File: config.mk
export PLATFORM = sky130hd
export DESIGN_NAME = gga_ram
export DESIGN_NICKNAME = d
export VERILOG_FILES = /design/src/rtl/core/gga_ram.sv
export SDC_FILE = /design/constraint.sdc
export NUM_CORES = 2
export LEC_CHECK = 0
export BUFFER_PORTS_ARGS = -buffer_cell sky130_fd_sc_hd__buf_2
export CORE_MARGIN = 2
export CORE_UTILIZATION = 55
export CTS_CLUSTER_DIAMETER = 40
export DETAILED_ROUTE_END_ITERATION = 10
export PLACE_DENSITY = 0.71
export RECOVER_POWER = 100
export SYNTH_ARGS = -nofsm -noshare
export SYNTH_HDL_FRONTEND = slang
export SYNTH_SLANG_ARGS = --single-unit
File: constraint.sdc
create_clock -name aclk -period 3.15 [get_ports aclk]
set_input_delay 0.63 -clock aclk [delete_from_list [all_inputs] [get_ports aclk]]
set_output_delay 0.63 -clock aclk [all_outputs]
set_load 0.02 [all_outputs]
File: src/rtl/core/gga_ram.sv
// ----------------------------------------------------------------------------
// GB2312 glyph address lookup - generic RAM
// One write port, one read port, read data registered.
// ----------------------------------------------------------------------------
module gga_ram #(
    parameter int WIDTH = 16,
    parameter int DEPTH = 256
) (
    input  logic                                      aclk,
    input  logic                                      wr_en,
    input  logic [((DEPTH > 1) ? $clog2(DEPTH) : 1)-1:0] wr_addr,
    input  logic [WIDTH-1:0]                          wr_data,
    input  logic                                      rd_en,
    input  logic [((DEPTH > 1) ? $clog2(DEPTH) : 1)-1:0] rd_addr,
    output logic [WIDTH-1:0]                          rd_data
);

    logic [WIDTH-1:0] mem [DEPTH];
    logic [WIDTH-1:0] rd_data_reg;

    always_ff @(posedge aclk) begin
        if (wr_en) begin
            mem[wr_addr] <= wr_data;
        end
        if (rd_en) begin
            rd_data_reg <= mem[rd_addr];
        end
    end

    assign rd_data = rd_data_reg;

endmodule

==> run_results.csv <==
group,metric,value,unit
outcome,status,"complete, but fails checks",
outcome,failed_checks,"max-capacitance violations, max-slew violations, negative setup slack",
place,numPortBuffers,50,
layout,fill_cells,18400,
routing,drt_iter0_markers,12300,
synthesis,synth-simple-area-share,1.57,%
synthesis,avgSynthCellArea,21.6,um2
floorplan,die_h,541,um
worst_setup_path,max_stage_delay,0.51,ns
timing,fin_skew,0.0580,ns
floorplan,pin_count,51,
hold_path,min_to,"mem[44][3]",
worst_setup_path,rrSetupSlack,0.28,ns
place,dpl.hpwl,257000,um
cts,htree_num_levels,5,
power,power.density,669,mW/mm2
layout,largest_reg_flops,4096,
synthesis,syn_area,0.159,mm2
worst_setup_path,critPathMaxFanout,41,
power,p_int,97000,uW
cts,cts_resized,0,
worst_setup_path,slowest_stage,"buf_6",
timing,fin_tns_setup,-0.0546,ns
layout,layout-drive-gt1-share,27.3,%
synthesis,yosysMostFrequentCell,"edfxtp_1",
power,switching_share,21.7,%
floorplan,die_w,541,um
timing,finalMaxSlewViolations,1800,
timing,setup_viol,2,
timing,relSlewSlack,-107,%
synthesis,synth-main-ff-cell,"edfxtp_1",
cts,cts-hold-fix-buffers,0,
floorplan,initial_core_util,55.2,%
grt,antenna_found_initial,26,
routing,met1_length,153000,um
grt,grt-ovfl-total,0,
worst_setup_path,endpoint_kind,"flop",
synthesis,yosysWarnings,0,
timing,hold_viol_final,0,
hold_path,hold_path_depth,4,
timing,hold_ws,0.360,ns
routing,vias_per_cell,6.61,
layout,seq_area,0.123,mm2
routing,wl_per_cell,33.8,um
timing,rsz0062_at_grt,"no",
cts,cts_root_buf,"clkbuf_16",
synthesis,synthTopCellsByArea,"edfxtp_1, mux4_2, mux2i_1",
synthesis,ys_types,51,
layout,area.growth.synth_to_final,16.5,%
grt,grt_first_pass_wirelength,603000,um
worst_setup_path,crit_required,3.92,ns
worst_setup_path,worstReg2RegEnd,"rd_data[5]",
synthesis,postSynthCellCount,7360,
cts,clock_latency,0.99,ns
synthesis,ys_ff_latch,4112,
power,ir_worst_vdd,0.000550,V
routing,first_pass_iters,6,
synthesis,synth_xor_area_share,0,%
worst_setup_path,ff2ff_path_depth,6,
flow_run,cap_violations,39,
synthesis,synthMuxAreaShare,15.5,%
cts,clockBufferDepth,4,
power,power.share.combinational,4.9,%
worst_setup_path,worstPathCellList,"buf_12, buf_4, buf_12, buf_6, mux2i_1, o22ai_1, mux2i_1, a22oi_1, nand4_1, nor4_1",
worst_setup_path,path_class,"in2reg",
synthesis,yosysTopAreaCellShare,77.7,%
synthesis,synth_compound_area_share,3.53,%
grt,grt_pass1_vias,82300,
routing,drtAntennaViolNets,0,
synthesis,synth-adder-area-share,0,%
routing,via_count,82900,
synthesis,synth-seq-area-share,77.7,%
timing,max_freq,313,MHz
cts,post-cts-setup-buffers,0,
grt,grt_use_total,28.9,%
power,p_seq_share,48.9,%
place,gp_congestion,0.929,
layout,num-nets-final,8378,
cts,cts_tree,"yes",
layout,multiInputGateArea,0.0328,mm2
floorplan,core-area,0.288,mm2
synthesis,synth_top_family_by_area,"multiplexers",
power,clkPwrFrac,46.2,%
worst_setup_path,crit_arrival,3.96,ns
power,leakage,0.0597,uW
routing,drcViolationCount,0,
synthesis,synth_common_cells,"edfxtp_1, mux4_2, mux2i_1, nor2_1, o221ai_1",
power,power.total,124000,uW
synthesis,synth_edf_count,4112,
cts,cts_buffers,473,
worst_setup_path,worstSetupStartpointType,"input port",
routing,routed-wl-met3,49000,um
timing,finalCritPeriodShare,101,%
synthesis,synthArstFlopShare,0,%
cts,cts.reportedPaths.clkPinSlew,0.07,ns
hold_path,hold_path_startpoint,"wr_addr[4]",
floorplan,rows,197,
routing,wl_met2,200000,um
worst_setup_path,timing.rr.start,"mem[62][5]",
cts,clock_sinks,4112,
routing,wirelength,424000,um
power,p_switching,26800,uW
timing,tightest_slew,3.11,ns
hold_path,min_path_type,"in2reg",
floorplan,dieArea,0.293,mm2
timing,finalCriticalPeriod,3.19,ns
grt,grt_max_degree,162,
timing,finalWorstSetupSlack,-0.0435,ns
synthesis,yosysTopAreaCell,"edfxtp_1",
routing,top_layer_used,"met5",
synthesis,synth_fp_nets,7395,
==> kinds of logic (layout without fill, tap and decap cells) <==
kind of cell	after synthesis	count (layout)
other cells	0	17
compound gates	786	786
flops	4112	4112
simple gates	556	556
mux	1450	1450
buf+inv	456	1840
==> through the flow <==
stage | util [%] | worst slack [ns] | cell area (um2) | instances
final | 64.3 | -0.0435 | 185000 | 12500
after global routing | 64.3 | 0.0133 | 185000 | 12500
after CTS | 64.9 | 0.122 | 187000 | 12500
after detailed placement | 59.1 | -0.923 | 170000 | 11600
after global placement | 59.1 | -0.886 | 170000 | 11600
after floorplan | - | 0.271 | 159000 | 7360
==> cell type report <==
cell class,instances,area share [%]
Tap cell,3781,2.56
Timing Repair Buffer,960,3.94
Inverter,4,0.0149
Antenna cell,17,0.0230
Clock inverter,356,2.50
Clock buffer,520,6.50
Multi-Input combinational cell,2792,17.7
Sequential cell,4112,66.7
==> power groups by stage <==
stage / Clock (uW) / Combinational [uW] / Sequential, uW
6_report: 57200 / 6120 / 60500
5_1_grt: 59800 / 6350 / 60500
2_1_floorplan: 0 / 2980 / 61600
3_5_place_dp: 0 / 6140 / 61600
3_3_place_gp: 0 / 6010 / 61600
4_1_cts: 57700 / 6180 / 60400
==> placed cells by master (no fill, tap or decap), drive strengths merged, types with 3 or more instances in the layout <==
| cell type | netlist | final |
|---|---|---|
| edfxtp | 4112 | 4112 |
| clkbuf | 230 | 915 |
| mux4 | 797 | 797 |
| mux2i | 565 | 565 |
| buf | 222 | 565 |
| nor2 | 304 | 304 |
| o221ai | 253 | 253 |
| a21oi | 175 | 175 |
| clkinv | 0 | 171 |
| o22ai | 148 | 148 |
| nor3 | 92 | 92 |
| mux2 | 88 | 88 |
| bufinv | 0 | 77 |
| inv | 4 | 64 |
| clkinvlp | 0 | 48 |
| a22oi | 43 | 43 |
| nand2 | 38 | 38 |
| o21ai | 38 | 38 |
| nand3 | 35 | 35 |
| a22o | 32 | 32 |
| a221oi | 28 | 28 |
| nand4 | 26 | 26 |
| o32ai | 21 | 21 |
| a211oi | 18 | 18 |
| nor4 | 18 | 18 |
| diode | 0 | 17 |
| o31ai | 16 | 16 |
| and3 | 11 | 11 |
| nor2b | 9 | 9 |
| a2111oi | 6 | 6 |
| a31oi | 6 | 6 |
| or2 | 5 | 5 |
| nand4b | 3 | 3 |
| nand2b | 3 | 3 |
==> how the worst max path moves through the flow <==
stage / start / cells after the start / slack [ns] / end
5_1_grt: rd_addr[0] / 10 / 0.01 / rd_data[1]
3_5_place_dp: rd_addr[0] / 10 / -0.92 / rd_data[1]
6_report: rd_addr[0] / 10 / -0.04 / rd_data[15]
2_1_floorplan: rd_addr[0] / 8 / 0.27 / rd_data[4]
3_3_place_gp: rd_addr[0] / 10 / -0.89 / rd_data[1]
4_1_cts: rd_addr[0] / 10 / 0.12 / rd_data[1]
==> worst max-delay path, delay by kind of cell <==
| kind | cells | cell delay [ns] |
|---|---|---|
| compound gates | 2 | 0.97 |
| buf+inv | 4 | 1.16 |
| mux | 2 | 0.35 |
| simple gates | 2 | 0.81 |
==> routing by layer <==
| layer | up-vias | global-route usage, % |
|---|---|---|
| met5 | - | 0 |
| met4 | 6 | 12.8 |
| met3 | 884 | 6.63 |
| met2 | 5319 | 44.9 |
| met1 | 43200 | 39.5 |
| li1 | 33400 | - |
No activity file was read; power rests on OpenSTA's default activity.
