### config.mk
export PLATFORM = sky130hd
export DESIGN_NAME = gga_addr_unit
export DESIGN_NICKNAME = d
export VERILOG_FILES = /design/src/rtl/core/gga_pkg.sv /design/src/rtl/core/gga_addr_unit.sv
export SDC_FILE = /design/constraint.sdc
export NUM_CORES = 1
export LEC_CHECK = 0
export BUFFER_PORTS_ARGS = -buffer_cell sky130_fd_sc_hd__buf_2
export CORE_MARGIN = 4
export CORE_UTILIZATION = 40
export CTS_CLUSTER_DIAMETER = 100
export DETAILED_ROUTE_END_ITERATION = 10
export PLACE_DENSITY = 0.54
export SKIP_CTS_REPAIR_TIMING = 1
export SLEW_MARGIN = 20
export SYNTH_ARGS = -nofsm -noshare
export SYNTH_HDL_FRONTEND = slang
export SYNTH_SLANG_ARGS = --single-unit
### constraint.sdc
create_clock -name aclk -period 17.7 [get_ports aclk]
set_clock_uncertainty 0.2 [all_clocks]
set_input_delay 2.655 -clock aclk [delete_from_list [all_inputs] [get_ports aclk]]
set_output_delay 2.655 -clock aclk [all_outputs]
set_load 0.005 [all_outputs]
### src/rtl/core/gga_pkg.sv
// ----------------------------------------------------------------------------
// GB2312 glyph address lookup - package
// Table geometry, register indexes, request codes and code-page constants.
// ----------------------------------------------------------------------------
package gga_pkg;

    // custom code table
    localparam int TABLE_DEPTH = 256;
    localparam int TABLE_AW    = (TABLE_DEPTH > 1) ? $clog2(TABLE_DEPTH) : 1;
    localparam int CODE_W      = 16;

    // configuration
    localparam int CFG_IDX_W = 3;
    localparam int CNT_W     = 9;

    localparam logic [CFG_IDX_W-1:0] REG_STANDARD_BASE  = 3'd0;
    localparam logic [CFG_IDX_W-1:0] REG_CUSTOM_BASE    = 3'd1;
    localparam logic [CFG_IDX_W-1:0] REG_TABLE_COUNT    = 3'd2;
    localparam logic [CFG_IDX_W-1:0] REG_GLYPH_WIDTH    = 3'd3;
    localparam logic [CFG_IDX_W-1:0] REG_GLYPH_HEIGHT   = 3'd4;
    localparam logic [CFG_IDX_W-1:0] REG_LEAD_THRESHOLD = 3'd5;

    // request codes
    localparam logic REQ_LOAD   = 1'b0;
    localparam logic REQ_LOOKUP = 1'b1;

    // code page layout
    localparam logic [7:0]  ROW_FIRST   = 8'hA1;  // first row / first column
    localparam logic [7:0]  ROW_GAP     = 8'hAA;  // first skipped row
    localparam logic [7:0]  ROW_RESUME  = 8'hB0;  // first row after the gap
    localparam logic [7:0]  ROW_END     = 8'hF8;  // one past the last row
    localparam logic [7:0]  ROW_GAP_ADJ = 8'hA7;  // row bias after the gap
    localparam logic [7:0]  BYTE_MAX    = 8'hFF;
    localparam logic [15:0] ROW_CELLS   = 16'd94;

    // address arithmetic
    localparam int ADDR_W = 32;
    localparam int IDX_W  = 16;
    localparam int SIZE_W = 14;                 // ceil(w/8) * h <= 32 * 255
    localparam int PROD_W = SIZE_W + IDX_W;

endpackage

### src/rtl/core/gga_addr_unit.sv
// ----------------------------------------------------------------------------
// GB2312 glyph address lookup - address unit
// Glyph size register, size * index product register, final base add.
// ----------------------------------------------------------------------------
module gga_addr_unit
    import gga_pkg::*;
(
    input  logic              aclk,
    input  logic [7:0]        glyph_width,
    input  logic [7:0]        glyph_height,
    input  logic              mul_en,
    input  logic [IDX_W-1:0]  index,
    input  logic [ADDR_W-1:0] base,
    output logic [ADDR_W-1:0] addr
);

    logic [8:0]        width_round;
    logic [5:0]        row_bytes;
    logic [SIZE_W-1:0] size_next;
    logic [SIZE_W-1:0] size_reg;
    logic [PROD_W-1:0] prod_next;
    logic [PROD_W-1:0] prod_reg;

    // bytes per row = ceil(width / 8)
    assign width_round = {1'b0, glyph_width} + 9'd7;
    assign row_bytes   = width_round[8:3];
    assign size_next   = SIZE_W'(row_bytes) * SIZE_W'(glyph_height);
    assign prod_next   = PROD_W'(size_reg) * PROD_W'(index);

    always_ff @(posedge aclk) begin
        size_reg <= size_next;
        if (mul_en) begin
            prod_reg <= prod_next;
        end
    end

    assign addr = base + ADDR_W'(prod_reg);

endmodule

==> run metrics, run 1 <==
multi-input combinational cell area 9500 sq um; grt peak-use layer met2; Net Count, Synth 1740; slowest CP cell fa_1; Max Buffers Root-to-Sink 2; ant diodes 0; met1 Track Usage GR 24.6%; period utilization 47.2%; Fillers 2947; Layout Cells excl Fill 1783; Syn Inst Count 1337; critical path type in2reg; Reg-to-Reg End prod_reg[28]$_DFFE_PP_; Final Critical Period 8.35 ns; largest net degree at the start of global routing 31; initial antenna violation count 0; CTS Sinks 44; Crit. Startpoint index[7]; die area 32200 sq um; worst skew pair latency 0.30 ns; required time of the critical path 17.55 ns; Peak Freq 120 MHz; Final HPWL DP 23400 microns; die height 180 microns; worst-path fanout max 14; Pins Over Slew Limit 0; First DRT Iteration DRCs 323; DR WL/cell 15.4 microns; dominant synthesized flop cell edfxtp_1; Max Cap Viol 0; Worst Max-Slew Pin Slew 0.868 ns; fin worst setup slack 9.35 ns; ranking of synthesized cells by area fa_1, ha_1, inv_1; global-route wire length before repair 46700 microns; # nets final 1801; final setup violation count 0; DR vias/cell 4.98; list of most frequent post-synthesis cells inv_1, fa_1, nand2_1; DRC 0; FF+latch count, synth 44; WP data arrival 8.19 ns; Final Hold Fails 0; most frequent cell after synthesis inv_1; HP Class reg2reg; Setup crit start kind input port; synthesized cell area 11800 sq um; CTS tree built; H-tree levels 2; Initial Utilization 40.8%; clock slew seen by the registers of the worst setup and hold paths 0.07 ns; Total Wirelength 27400 microns; outcome finished, final reports clean; R2R cell count 18; num ports 98; top cell type's share of synthesized area 32.5%; Setup TNS 0 ns; synth warn 0; Slew Limit Headroom 42.0%; number of I/O port buffers 97; Placed Cells 1775; FP Rows 62; Post-Place Worst Slack 9.04 ns; area leader, netlist fa_1; max reg flops 30; RSZ-0062 raised after global routing false; gpl congestion 0.862; FF/Latch Area 1180 sq um; CTS buffer count 5; GR Util All Layers 17.2%; Via Count 8879; grt total ovfl 0; overall die width 180 microns; met3 GRT Util 1.96%; met2 Use GR 28.7%; drt first pass iters 4; Routed Antenna Nets 0; worst reg-to-reg setup slack 11.26 ns; Post-synth EDFFs 30; Worst Setup End Kind flop; Avg Inst Size Synth 8.81 sq um; Layout area overhead 8.02%; core area 28900 sq um; number of global-route vias before repair 9281; Critical Path, Cell by Cell buf_2 -> and2_1 -> fa_1 -> inv_1 -> fa_1 -> inv_1 -> fa_1 -> inv_1 -> fa_1 -> inv_1 -> fa_1 -> inv_1 -> fa_1 -> inv_1 -> ha_1 -> a21oi_1 -> o221ai_1 -> a21oi_1 -> o21ai_1 -> a211o_1 -> a311oi_2 -> xnor2_1; clk root buf clkbuf_16; ys async rst share 0%; max incr delay on CP 0.53 ns; synth unique cells 57; RR Startpoint size_reg[8]$_DFF_P_; share of cells above drive strength 1 8.43%; crit path capture prod_reg[28]$_DFFE_PP_; Seq/Total Area, Yosys 10.0%
## worst max-delay path: cells and delay by family
family                   cells  cell delay (ns)
AO/OA/AOI/OAI                6             1.47
XOR/XNOR                     1             0.09
adder cells (fa/ha/maj)      7             3.30
buffers and inverters        7             0.49
AND/OR/NAND/NOR              1             0.19
## how the worst min path moves through the flow
| stage | startpoint | end | slack, ns | cells after the start |
|---|---|---|---|---|
| final | size_reg[0]$_DFF_P_ | prod_reg[0]$_DFFE_PP_ | 0.77 | 1 |
| after global routing | size_reg[0]$_DFF_P_ | prod_reg[0]$_DFFE_PP_ | 0.82 | 1 |
| after CTS | size_reg[0]$_DFF_P_ | prod_reg[0]$_DFFE_PP_ | 0.77 | 1 |
| after detailed placement | size_reg[0]$_DFF_P_ | prod_reg[0]$_DFFE_PP_ | 0.75 | 1 |
| after global placement | size_reg[0]$_DFF_P_ | prod_reg[0]$_DFFE_PP_ | 0.77 | 1 |
| after floorplan | size_reg[0]$_DFF_P_ | prod_reg[0]$_DFFE_PP_ | 0.38 | 1 |
## logic make-up after synthesis
family / synth area share [%]
buffers and inverters: 9.28
adder cells (fa/ha/maj): 48.0
AO/OA/AOI/OAI: 10.3
AND/OR/NAND/NOR: 17.3
flip-flops: 10.0
XOR/XNOR: 5.13
## metrics by stage
step           utilization [%]  hold WS (ns)  cell area, sq um
2_1_floorplan                -         0.385             11800
3_3_place_gp              43.6         0.768             12600
3_5_place_dp              43.6         0.749             12600
4_1_cts                   44.1         0.769             12700
5_1_grt                   44.1         0.819             12700
6_report                  44.1         0.767             12700
## cell type report
type                            instances  share of cell area, %
Multi-Input combinational cell       1003                   74.7
Tap cell                              384                   3.78
Inverter                              247                   7.29
Sequential cell                        44                   9.29
Clock buffer                            5                  0.984
Timing Repair Buffer                   97                   3.82
Clock inverter                          3                  0.148
## routing by layer
layer  wire (microns)  share of wire [%]
met1            13600                 50
met2            12700                 46
met3              929                3.4
met4              212               0.77
met5                0                  0
## placed cells by master (no fill, tap or decap), types with 6 or more instances in the layout
master and instances:
inv_1 247, fa_1 191, nand2_1 186, ha_1 146
and2_1 121, buf_2 97, a21oi_1 59, xnor2_1 42
nor2_1 31, o21ai_0 31, edfxtp_1 30, xor2_1 27
a21o_1 25, nand3_1 17, dfxtp_1 14, nand2b_1 9
a211oi_1 9, nor2b_1 8, nor3_1 7, o211ai_1 7
and3_1 7, a31oi_1 6, and4_1 6, o21a_1 6
Power of run 1 is left out: the tool's default activity adds up to more than one toggle a clock period on the data nets, which glitch-free logic cannot reach.
==> inputs of run 2 (changes only) <==
==> constraint.sdc (replaced) <==
create_clock -name aclk -period 8.4 [get_ports aclk]
set_clock_uncertainty 0.2 [all_clocks]
set_input_delay 1.26 -clock aclk [delete_from_list [all_inputs] [get_ports aclk]]
set_output_delay 1.26 -clock aclk [all_outputs]
set_load 0.005 [all_outputs]
==> run metrics, run 2 (synthesis gave the netlist of run 1 again) <==
Final HPWL DP 23300 microns; Fillers 2973; gpl congestion 0.861; Setup TNS 0 ns; GR Util All Layers 17.2%; DR vias/cell 4.99; Worst Setup End Kind flop; final setup violation count 0; worst skew pair latency 0.30 ns; die area 32200 sq um; DRC 0; outcome finished, final reports clean; R2R cell count 18; WP data arrival 6.76 ns; Via Count 8893; CTS Sinks 44; Slew Limit Headroom 45.5%; worst hold slack 0.741 ns; CTS buffer count 5; Critical Path, Cell by Cell buf_2 -> and2_1 -> fa_1 -> inv_1 -> fa_1 -> inv_1 -> fa_1 -> fa_1 -> fa_1 -> inv_1 -> fa_1 -> inv_1 -> ha_1 -> a21oi_1 -> o221ai_1 -> a21oi_1 -> o21ai_1 -> a211o_1 -> a311oi_2 -> xnor2_1; worst reg-to-reg setup slack 2.00 ns; Layout area overhead 8.02%; Peak Freq 145 MHz; fin worst setup slack 1.48 ns; First DRT Iteration DRCs 274; max reg flops 30; num ports 98; drt first pass iters 4; global-route wire length before repair 46800 microns; Post-Place Worst Slack 1.16 ns; Initial Utilization 40.8%; critical path type in2reg; ant diodes 0; Max Buffers Root-to-Sink 2; H-tree levels 2; core area 28900 sq um; Hold Startpoint size_reg[0]$_DFF_P_; worst-path fanout max 14; largest net degree at the start of global routing 31; max incr delay on CP 0.53 ns; worst hold path endpoint prod_reg[0]$_DFFE_PP_; RR Startpoint size_reg[8]$_DFF_P_; Max Cap Viol 0; Worst Max-Slew Pin Slew 0.817 ns; Pins Over Slew Limit 0; worst hold stages 1; Setup crit start kind input port; HP Class reg2reg; slowest CP cell fa_1; Final Critical Period 6.92 ns; DR WL/cell 15.4 microns; commonest cells after routing, fill and taps aside inv_1, fa_1, nand2_1; RSZ-0062 raised after global routing false; CP dominant cell by count fa_1; Routed Antenna Nets 0; grt total ovfl 0; Reg-to-Reg End prod_reg[28]$_DFFE_PP_; period utilization 82.4%; die height 180 microns; # nets final 1801; Total Wirelength 27400 microns; FP Rows 62; number of global-route vias before repair 9309; commonest non-fill, non-tap cell in the layout inv_1; clk root buf clkbuf_16; clock slew seen by the registers of the worst setup and hold paths 0.07 ns; initial antenna violation count 0; number of I/O port buffers 97; CTS tree built; share of cells above drive strength 1 8.43%; required time of the critical path 8.24 ns; overall die width 180 microns; Final Hold Fails 0
==> run 2: cell counts in the layout (fill, tap and decap cells not counted) <==
No cell type changed its count.
==> run 2: cell type report <==
class                   count  area, sq um  share of cell area, %
inverters                 247          927                   7.29
multi-input cells        1003         9500                   74.7
repair buffers             97          485                   3.82
clock buffers               5          125                  0.984
well taps                 384          480                   3.78
flip-flops and latches     44         1180                   9.29
clock inverters             3         18.8                  0.148
==> run 2: worst max-delay path: cells and delay by family <==
| kind | cells | cell delay (ns) |
|---|---|---|
| XOR/XNOR | 1 | 0.09 |
| adder cells (fa/ha/maj) | 7 | 3.29 |
| buffers and inverters | 5 | 0.38 |
| AO/OA/AOI/OAI | 6 | 1.51 |
| AND/OR/NAND/NOR | 1 | 0.21 |
==> run 2: metrics by stage <==
| stage | instances | cell area [sq um] | utilization (%) |
|---|---|---|---|
| final | 1783 | 12700 | 44.1 |
| after global routing | 1783 | 12700 | 44.1 |
| after CTS | 1783 | 12700 | 44.1 |
| after detailed placement | 1775 | 12600 | 43.6 |
| after global placement | 1775 | 12600 | 43.6 |
| after floorplan | 1337 | 11800 | - |
==> run 2: worst max path at each step <==
stage,startpoint,end,depth (start not counted)
4_1_cts,index[7],prod_reg[28]$_DFFE_PP_,22
6_report,index[9],prod_reg[28]$_DFFE_PP_,20
3_5_place_dp,index[7],prod_reg[28]$_DFFE_PP_,22
5_1_grt,index[8],prod_reg[28]$_DFFE_PP_,20
2_1_floorplan,index[9],prod_reg[28]$_DFFE_PP_,20
3_3_place_gp,index[8],prod_reg[28]$_DFFE_PP_,20
==> run 2: routing by layer <==
layer | wire length (microns) | global-route usage [%] | vias to the layer above | share of wire [%]
met4 | 250 | 2.68 | 0 | 0.91
met3 | 1000 | 2.02 | 16 | 3.7
met5 | 0 | 0 | - | 0
met2 | 12600 | 28.2 | 179 | 46
li1 | - | - | 4368 | -
met1 | 13600 | 25.1 | 4330 | 49
Power of run 2 is left out for the same reason.
==> inputs of run 3 (changes only) <==
==> constraint.sdc (replaced) <==
create_clock -name aclk -period 6.71 [get_ports aclk]
set_clock_uncertainty 0.2 [all_clocks]
set_input_delay 1.0065 -clock aclk [delete_from_list [all_inputs] [get_ports aclk]]
set_output_delay 1.0065 -clock aclk [all_outputs]
set_load 0.005 [all_outputs]
==> run metrics, run 3 (synthesis gave the netlist of run 1 again) <==
worst-path fanout max 4; Via Count 9033; Post-Place Worst Slack -0.126 ns; largest net degree at the start of global routing 31; critical path type in2reg; Final Hold Fails 0; Initial Utilization 40.8%; DR vias/cell 4.96; HP Class in2reg; met1 Track Usage GR 25.3%; GR Util All Layers 17.4%; FP Rows 62; First DRT Iteration DRCs 346; required time of the critical path 6.55 ns; met3 GRT Util 2.24%; global-route wire length before repair 47300 microns; grt total ovfl 0; slowest CP cell fa_1; commonest non-fill, non-tap cell in the layout inv_1; Peak Freq 156 MHz; met2 Use GR 28.5%; Max Cap Viol 0; FF/Latch Area 1180 sq um; ant diodes 0; period utilization 95.6%; initial antenna violation count 0; gpl congestion 0.864; Critical Path, Cell by Cell buf_2 -> and2_1 -> fa_1 -> inv_1 -> fa_1 -> inv_1 -> fa_1 -> inv_1 -> fa_1 -> inv_1 -> fa_1 -> inv_1 -> fa_1 -> inv_1 -> ha_1 -> a21oi_1 -> o221ai_1 -> a21oi_2 -> o21ai_1 -> a211o_1 -> a311oi_2 -> xnor2_1; overall die width 180 microns; DRC 0; max incr delay on CP 0.53 ns; CTS Sinks 44; Pins Over Slew Limit 0; Placed Cells 1813; drt first pass iters 5; core area 28900 sq um; Final HPWL DP 23800 microns; number of I/O port buffers 97; Total Wirelength 27500 microns; final setup violation count 0; CTS buffer count 5; Final Critical Period 6.42 ns; die height 180 microns; Worst Max-Slew Pin Slew 0.727 ns; commonest cells after routing, fill and taps aside inv_1, fa_1, nand2_1; Layout area overhead 10.8%; DR WL/cell 15.1 microns; Layout Cells excl Fill 1821; RSZ-0062 raised after global routing false; outcome finished, final reports clean; Max Buffers Root-to-Sink 2; Slew Limit Headroom 51.5%; max reg flops 30; clk root buf clkbuf_16; number of global-route vias before repair 9460; grt peak-use layer met2; num ports 98; Worst Setup End Kind flop; H-tree levels 2; # nets final 1839; share of cells above drive strength 1 11.0%; worst skew pair latency 0.30 ns; multi-input combinational cell area 9520 sq um; fin worst setup slack 0.293 ns; Setup crit start kind input port; WP data arrival 6.26 ns; clock slew seen by the registers of the worst setup and hold paths 0.07 ns; die area 32200 sq um; CTS tree built; Fillers 2961; Routed Antenna Nets 0
## run 3: final cells by class
type                       count  area share (%)
clock inverter                 2           0.268
inverter                     247            7.10
multi-input combinational   1003            72.9
clock buffer                   6           0.987
timing repair buffer         135            6.00
tap                          384            3.68
sequential                    44            9.05
## run 3: metrics by stage
step / setup TNS (ns) / util (%) / hold slack [ns] / instance area [sq um]
4_1_cts: 0 / 45.2 / 0.775 / 13000
2_1_floorplan: 0 / - / 0.385 / 11800
3_5_place_dp: -0.399 / 44.6 / 0.783 / 12900
5_1_grt: 0 / 45.2 / 0.794 / 13100
6_report: 0 / 45.2 / 0.787 / 13100
3_3_place_gp: -0.186 / 44.6 / 0.794 / 12900
## run 3: worst max-delay path, delay by kind of cell
kind / cells / cell delay (ns)
xor gates and xnor gates: 1 / 0.10
AOI/OAI and AO/OA: 6 / 1.28
buffers and inverters: 7 / 0.42
adders and majority gates: 7 / 3.28
and+or+nand+nor: 1 / 0.15
## run 3: worst paths after layout
| kind | from | endpoint | slack (ns) | cells after the start |
|---|---|---|---|---|
| max | index[7] | prod_reg[28]$_DFFE_PP_ | 0.29 | 22 |
| max reg2reg | size_reg[2]$_DFF_P_ | prod_reg[28]$_DFFE_PP_ | 0.43 | 21 |
| min reg2reg | size_reg[0]$_DFF_P_ | prod_reg[0]$_DFFE_PP_ | 0.80 | 1 |
| min | glyph_height[0] | size_reg[0]$_DFF_P_ | 0.79 | 2 |
## run 3: routing by layer
layer	part of all wire (%)	vias up	routed length [microns]
met2	45	197	12500
met5	0	-	0
met3	4.7	16	1310
li1	-	4443	-
met4	0.93	0	255
met1	49	4377	13500
Power of run 3 is left out for the same reason.
